==> src/mltt_pkg.sv <==
`default_nettype none

package mltt_pkg;

  // Field widths fixed by the interface
  localparam int TEMP_W  = 18;
  localparam int HYST_W  = 16;
  localparam int LVL_W   = 3;
  localparam int CFG_W   = 34;
  localparam int IDX_W   = 3;
  localparam int THR_W   = TEMP_W + 2;

  // Default number of trip levels
  localparam int NUM_LEVELS_DEF = 4;

  // Stream payload widths, padded to whole bytes
  localparam int IN_DATA_W  = 24;
  localparam int OUT_DATA_W = 8;

  // Configuration register indexes
  typedef enum logic [IDX_W-1:0] {
    REG_LEVEL0     = 3'd0,
    REG_LEVEL1     = 3'd1,
    REG_LEVEL2     = 3'd2,
    REG_LEVEL3     = 3'd3,
    REG_LEVELS_USE = 3'd4,
    REG_MAX_LEVEL  = 3'd5
  } cfg_reg_t;

  // One level setting: hysteresis above the signed trip temperature
  typedef struct packed {
    logic        [HYST_W-1:0] hyst;
    logic signed [TEMP_W-1:0] trip;
  } setting_t;

  // Control registers that steer the level search
  typedef struct packed {
    logic [LVL_W-1:0] levels_in_use;
    logic [LVL_W-1:0] max_level;
  } cfg_ctl_t;

  // Result of one sample
  typedef struct packed {
    logic             rising;
    logic             changed;
    logic [LVL_W-1:0] level;
  } result_t;

  localparam setting_t SETTING_RESET = '{hyst: '0, trip: 18'sd131071};
  localparam logic [LVL_W-1:0] LEVELS_RESET = 3'd4;
  localparam logic [LVL_W-1:0] MAX_RESET    = 3'd4;

endpackage

`default_nettype wire

==> src/mltt_cfg_regs.sv <==
`default_nettype none

module mltt_cfg_regs #(
  parameter int NUM_LEVELS = mltt_pkg::NUM_LEVELS_DEF
) (
  input  wire logic                        clk,
  input  wire logic                        rst_n,
  input  wire logic                        cfg_valid,
  output logic                             cfg_ready,
  input  wire logic [mltt_pkg::IDX_W-1:0]  cfg_index,
  input  wire logic [mltt_pkg::CFG_W-1:0]  cfg_data,
  output mltt_pkg::setting_t               settings [NUM_LEVELS],
  output mltt_pkg::cfg_ctl_t               ctl
);
  import mltt_pkg::*;

  setting_t settings_r [NUM_LEVELS];
  cfg_ctl_t ctl_r;
  logic     wr_en;

  // Writes are always taken; indexes past the list are dropped
  assign cfg_ready = 1'b1;
  assign wr_en     = cfg_valid && cfg_ready;

  // Level settings; those beyond the built level count are not stored
  for (genvar g = 0; g < NUM_LEVELS; g++) begin : g_setting
    always_ff @(posedge clk) begin
      if (!rst_n) begin
        settings_r[g] <= SETTING_RESET;
      end else if (wr_en && cfg_index == IDX_W'(g)) begin
        settings_r[g] <= setting_t'(cfg_data);
      end
    end
    assign settings[g] = settings_r[g];
  end

  // Level count and clamp
  always_ff @(posedge clk) begin
    if (!rst_n) begin
      ctl_r.levels_in_use <= LEVELS_RESET;
      ctl_r.max_level     <= MAX_RESET;
    end else if (wr_en) begin
      case (cfg_reg_t'(cfg_index))
        REG_LEVELS_USE: ctl_r.levels_in_use <= cfg_data[LVL_W-1:0];
        REG_MAX_LEVEL:  ctl_r.max_level     <= cfg_data[LVL_W-1:0];
        default: ;
      endcase
    end
  end

  assign ctl = ctl_r;

endmodule

`default_nettype wire

==> src/mltt_step.sv <==
`default_nettype none

module mltt_step #(
  parameter int NUM_LEVELS = mltt_pkg::NUM_LEVELS_DEF
) (
  input  wire logic signed [mltt_pkg::TEMP_W-1:0] temperature,
  input  wire logic        [mltt_pkg::LVL_W-1:0]  cur_level,
  input  mltt_pkg::setting_t                      settings [NUM_LEVELS],
  input  mltt_pkg::cfg_ctl_t                      ctl,
  output mltt_pkg::result_t                       result
);
  import mltt_pkg::*;

  localparam int K_W = (NUM_LEVELS > 1) ? $clog2(NUM_LEVELS) : 1;

  logic        [LVL_W-1:0] used;
  logic        [LVL_W-1:0] target;
  logic        [LVL_W-1:0] clamped;
  logic        [LVL_W-1:0] k_full;
  logic        [K_W-1:0]   k;
  logic signed [THR_W-1:0] release_thr;
  logic signed [THR_W-1:0] temp_ext;
  logic                    release_ok;
  logic        [LVL_W-1:0] next_level;

  // Number of settings that take part in the search
  assign used = (ctl.levels_in_use > LVL_W'(NUM_LEVELS)) ? LVL_W'(NUM_LEVELS)
                                                         : ctl.levels_in_use;

  // Highest level whose trip has been reached, clamped
  always_comb begin
    target = '0;
    for (int i = 0; i < NUM_LEVELS; i++) begin
      if (LVL_W'(i) < used && temperature >= settings[i].trip) begin
        target = LVL_W'(i + 1);
      end
    end
    clamped = (target > ctl.max_level) ? ctl.max_level : target;
  end

  // Release threshold of the current level: trip minus hysteresis
  assign k_full      = cur_level - LVL_W'(1);
  assign k           = k_full[K_W-1:0];
  assign temp_ext    = THR_W'(temperature);
  assign release_thr = THR_W'(settings[k].trip)
                       - $signed({{(THR_W-HYST_W){1'b0}}, settings[k].hyst});
  assign release_ok  = temp_ext <= release_thr;

  // Rise at once, fall only past the hysteresis band
  always_comb begin
    next_level = cur_level;
    if (clamped > cur_level) begin
      next_level = clamped;
    end else if (clamped < cur_level && release_ok) begin
      next_level = clamped;
    end
    result.level   = next_level;
    result.changed = next_level != cur_level;
    result.rising  = next_level > cur_level;
  end

endmodule

`default_nettype wire

==> src/multi_level_thermal_throttle.sv <==
`default_nettype none

// Step-wise thermal governor with hysteresis.
// Samples arrive on the in_ stream: in_tdata[17:0] is a signed temperature in
// millidegrees. Each sample gives one result on the out_ stream: the throttle
// level, a changed flag and a rising flag.
// Trip and hysteresis values, the number of levels in use and the level clamp
// are written through the cfg_ port (always ready). The user must write them only
// while the block is idle; the block itself does not enforce this.
// The level search and hysteresis test run between the input and result registers.
// Throughput: one sample per clock while the receiver takes results; the current
// level is updated in the same cycle that the result register is loaded, so
// samples may follow back to back.
// When the receiver stalls the result holds, the input register still takes
// one more sample, and in_tready falls only once both registers are full.
// Reset clears the level to 0, empties both registers and restores the
// default settings (trip 131071, no hysteresis, four levels, clamp four).
module multi_level_thermal_throttle #(
  parameter int NUM_LEVELS = mltt_pkg::NUM_LEVELS_DEF
) (
  input  wire logic                            clk,
  input  wire logic                            rst_n,
  // Sample stream
  input  wire logic                            in_tvalid,
  output logic                                 in_tready,
  input  wire logic [mltt_pkg::IN_DATA_W-1:0]  in_tdata,  // [17:0] temperature
  // Result stream
  output logic                                 out_tvalid,
  input  wire logic                            out_tready,
  output logic [mltt_pkg::OUT_DATA_W-1:0]      out_tdata, // [2:0] level, [3] changed,
                                                          // [4] rising
  // Configuration writes
  input  wire logic                            cfg_valid,
  output logic                                 cfg_ready,
  input  wire logic [mltt_pkg::IDX_W-1:0]      cfg_index,
  input  wire logic [mltt_pkg::CFG_W-1:0]      cfg_data
);
  import mltt_pkg::*;

  setting_t                settings [NUM_LEVELS];
  cfg_ctl_t                ctl;
  result_t                 result;

  logic                    in_valid_r;
  logic signed [TEMP_W-1:0] temp_r;
  logic        [LVL_W-1:0] level_r;
  logic                    out_valid_r;
  result_t                 out_data_r;
  logic                    advance;

  mltt_cfg_regs #(
    .NUM_LEVELS (NUM_LEVELS)
  ) u_cfg (
    .clk       (clk),
    .rst_n     (rst_n),
    .cfg_valid (cfg_valid),
    .cfg_ready (cfg_ready),
    .cfg_index (cfg_index),
    .cfg_data  (cfg_data),
    .settings  (settings),
    .ctl       (ctl)
  );

  mltt_step #(
    .NUM_LEVELS (NUM_LEVELS)
  ) u_step (
    .temperature (temp_r),
    .cur_level   (level_r),
    .settings    (settings),
    .ctl         (ctl),
    .result      (result)
  );

  // The held sample moves on when the result register is free or being emptied
  assign advance   = in_valid_r && (!out_valid_r || out_tready);
  assign in_tready = !in_valid_r || advance;

  // Input register
  always_ff @(posedge clk) begin
    if (!rst_n) begin
      in_valid_r <= 1'b0;
    end else if (in_tready) begin
      in_valid_r <= in_tvalid;
    end
  end

  always_ff @(posedge clk) begin
    if (in_tvalid && in_tready) begin
      temp_r <= $signed(in_tdata[TEMP_W-1:0]);
    end
  end

  // Current level, updated as each result is loaded
  always_ff @(posedge clk) begin
    if (!rst_n) begin
      level_r <= '0;
    end else if (advance) begin
      level_r <= result.level;
    end
  end

  // Result register
  always_ff @(posedge clk) begin
    if (!rst_n) begin
      out_valid_r <= 1'b0;
    end else if (advance) begin
      out_valid_r <= 1'b1;
    end else if (out_tready) begin
      out_valid_r <= 1'b0;
    end
  end

  always_ff @(posedge clk) begin
    if (advance) begin
      out_data_r <= result;
    end
  end

  assign out_tvalid = out_valid_r;
  assign out_tdata  = {{(OUT_DATA_W - $bits(result_t)){1'b0}}, out_data_r};

endmodule

`default_nettype wire

==> config.mk <==
export PLATFORM = sky130hd
export DESIGN_NAME = multi_level_thermal_throttle
export DESIGN_NICKNAME = d
export VERILOG_FILES = /design/src/mltt_pkg.sv /design/src/mltt_cfg_regs.sv /design/src/mltt_step.sv /design/src/multi_level_thermal_throttle.sv
export SDC_FILE = /design/constraint.sdc
export NUM_CORES = 1
export LEC_CHECK = 0
export BUFFER_PORTS_ARGS = -buffer_cell sky130_fd_sc_hd__buf_2
export CAP_MARGIN = 20
export CORE_MARGIN = 1.5
export CORE_UTILIZATION = 47
export DETAILED_ROUTE_END_ITERATION = 7
export PLACE_DENSITY = 0.75
export SLEW_MARGIN = 20
export SYNTH_ARGS = -nofsm -noshare
export SYNTH_HDL_FRONTEND = slang
export SYNTH_SLANG_ARGS = --single-unit
==> constraint.sdc <==
create_clock -name clk -period 9.27 [get_ports clk]
set_clock_uncertainty 0.15 [all_clocks]
set_input_delay 0 -clock clk [delete_from_list [all_inputs] [get_ports clk]]
set_output_delay 0 -clock clk [all_outputs]
set_load 0.01 [all_outputs]
==> summary.txt <==
STA
  – Post-route clock period utilization: 74.3%
  – Max Clk Rate: 0.145 GHz
  – Tmin final: 6.89 ns
  – Hold slack: 0.120 ns
  – Final hold violations: 0
  – Setup violators final: 0
  – Slew Limit Headroom: 38.2%
  – Worst-Margin Slew: 0.928 ns
  – Slew Limit Fails: 0
  – Setup TNS: 0 ns
  – RSZ-0062 raised after global routing: false

Routing
  – Initial drt markers: 510
  – Via Count: 7182
  – Vias per cell: 5.53
  – Drt pass-1 iters: 7
  – WL/cell: 19.4 um
  – Number of remaining DRC errors: 0
  – Final ANT Viol Nets: 0
  – Final wirelength: 25200 um

Critical path
  – Crit path top cell by count: ha_1
  – Worst Path Max Fanout: 25
  – Worst path arrival time: 6.94 ns
  – Crit Path Class: flop to flop
  – Crit path largest cell delay: 0.75 ns
  – CP Launch Type: flop
  – CP required: 9.32 ns
  – Cell breakdown of the critical path: buf_4, mux4_2, ha_1, fa_1, nor2b_1, o21ai_0, a21boi_0, o211ai_1, a31oi_1, a21o_1, a21oi_1, xnor2_1, ha_1, nand4_1, or3_1, o311ai_0, nand2b_1, o41ai_2, nor2_1, a21oi_1, ha_1, nor2b_1, o21a_1, o21a_1
  – Slowest cell on crit path: dfxtp_1
  – Crit end category: flop

Power
  – Pwr per Cell Area: 199 nW/um^2
  – Switching share of total power: 32.4%
  – Power, Total: 2.44 mW
  – Flop pwr share: 38.8%
  – Comb pwr share: 32.7%
  – Max VDD drop: 0.120 mV
  – Cell-internal power: 1.65 mW
  – Clk network pwr share: 28.5%
  – Static Leak: 5.08 nW
  – NetSw: 790 uW

Synth
  – Count leader, synth: edfxtp_1
  – Top cells by count, synth: edfxtp_1, ha_1, inv_1
  – #FFs+latches synth: 170
  – EDFF count, synth: 159
  – Synthesized area: 10300 um^2
  – Register area share after synthesis: 48.3%
  – Synth Area per Inst: 11.9 um^2
  – Synth Instances: 872
  – Yosys cell types: 59
  – Area leader, netlist: edfxtp_1
  – Commonest register cell after synthesis: edfxtp_1
  – Yosys top cell area share: 46.1%
  – Area contributors post-synth: edfxtp_1, ha_1, mux4_2, and2_1, inv_1
  – Asr flop ratio synth: 0%
  – Warnings, synthesis: 0

Final layout
  – Filler cells: 1803
  – Nets: 1188
  – Ant diodes: 0
  – Multi-input gate area: 4900 um^2
  – Register area: 5000 um^2
  – Finished Layout Cells: 1298
  – Synth-to-layout area growth: 18.5%
  – Final Util: 56.5%
  – Layout cells sized above 1: 16.1%

GRT
  – Largest net degree at the start of global routing: 35
  – First-pass GRT wire length: 38900 um
  – Gr ovfl total: 0
  – GRT Util Overall: 23.2%
  – Vias in the first global route: 7191
  – Initial antenna violation count: 0

Clock network
  – Clock transition at path regs: 0.07 ns
  – CTS tree: yes
  – Root Driver: clkbuf_16
  – Clock Sinks: 170
  – Setup bufs post-CTS: 0
  – CTS Buf Count: 17
  – Clock Latency Late Sink: 0.44 ns
  – H-Tree Depth: 4
  – Max clock buf depth: 2
  – Post-cts sizing count: 0

Floorplan
  – Die area: 22900 um^2
  – Die X: 151 um
  – Num rows: 54
  – Boundary Pins: 77
  – Initial Util: 47.7%
  – Core Area: 21700 um^2
  – Chip Height: 151 um

Min path
  – Hold WC Path Type: primary input to flop

Placed design
  – Port Buffers: 66
  – RePlAce Congestion: 0.915
  – Placed cells: 1203
  – Final HPWL DP: 17700 um

Run status
  – Status: complete, no violations

Flow run
  – Max Cap Viol: 0
==> area by class of cell <==
class	instances	share of cell area (%)
flip-flops and latches	170	40.7
multi-input cells	570	39.9
repair buffers	142	8.64
clock buffers	18	3.50
inverters	104	3.18
well taps	280	2.86
clock inverters	14	1.13
==> registers in the layout, summed over array words and instances, names as in the netlist <==
name / count
in_valid_r: 1
level_r: 3
u_cfg.ctl: 6
u_cfg.settings_r: 136
out_tdata: 5
out_tvalid: 1
temp_r: 18
==> worst paths after layout <==
kind,start,end,slack [ns],cells past startpoint
setup reg to reg,level_r[1],out_tdata[4],2.38,24
hold / removal,in_tdata[10],temp_r[10],0.12,2
setup / recovery,level_r[1],out_tdata[4],2.38,24
hold reg to reg,u_cfg.ctl[3],u_cfg.ctl[3],0.38,2
==> routing by layer <==
layer  global-route usage [%]  share of wire (%)  wire (um)
met5                        0                  0          0
met4                     7.82                2.3        582
met3                     3.46                5.1       1280
met2                     39.4                 49      12400
met1                     30.5                 44      11000
==> power groups by stage <==
stage	Combinational, mW	Clock, mW	Sequential [mW]
after floorplan	0.587	0	0.941
after global placement	0.752	0	0.960
after detailed placement	0.769	0	0.964
after CTS	0.796	0.702	0.948
after global routing	0.890	0.733	0.955
final	0.798	0.695	0.948
==> logic make-up after synthesis <==
group           synth area share (%)
xor+xnor                        1.35
flops                           48.3
fa+ha+maj                       14.2
other cells                   0.0726
simple gates                    14.5
buf+inv                         5.03
mux                             8.09
compound gates                  8.44
==> cells in the final DEF, fill, tap and decap left out, drive strengths merged, types with 2 or more instances in the layout <==
cell type and instances:
o21a 7, o21ai 23, clkbuf 18, nor2 33
mux2i 6, mux4 34, nor2b 10, nor4 2
a211oi 4, xnor2 9, nand4 14, nand4b 3
clkinv 7, conb 4, a21o 21, nand3 13
buf 80, o21bai 3, a21oi 44, a2111oi 2
a31oi 5, inv 108, and2 70, edfxtp 159
nand2b 25, clkinvlp 2, o31ai 2, nor3 10
a41oi 2, nand2 21, dfxtp 11, xor2 7
o311ai 2, o211ai 3, or3 55, ha 116
dlygate4sd3 62, a211o 3
==> worst max-delay path, delay by kind of cell (launching register included) <==
kind                     cells  cell delay [ns]
adder cells (fa/ha/maj)      4             1.24
AO/OA/AOI/OAI               11             2.40
flip-flops                   1             0.75
XOR/XNOR                     1             0.14
buffers and inverters        1             0.50
AND/OR/NAND/NOR              6             1.03
multiplexers                 1             0.42
==> stage by stage <==
stage	worst slack, ns	cell area, um^2
after CTS	2.36	12300
after global routing	1.84	12300
final	2.38	12300
after detailed placement	2.37	11100
after global placement	2.53	11100
after floorplan	3.26	10400
==> timing repair <==
action,in CTS,in global routing
hold buffers,62,0
setup endpoints to repair,0,0
hold endpoints to repair,180,0
Power figures use the tool's default switching activity.
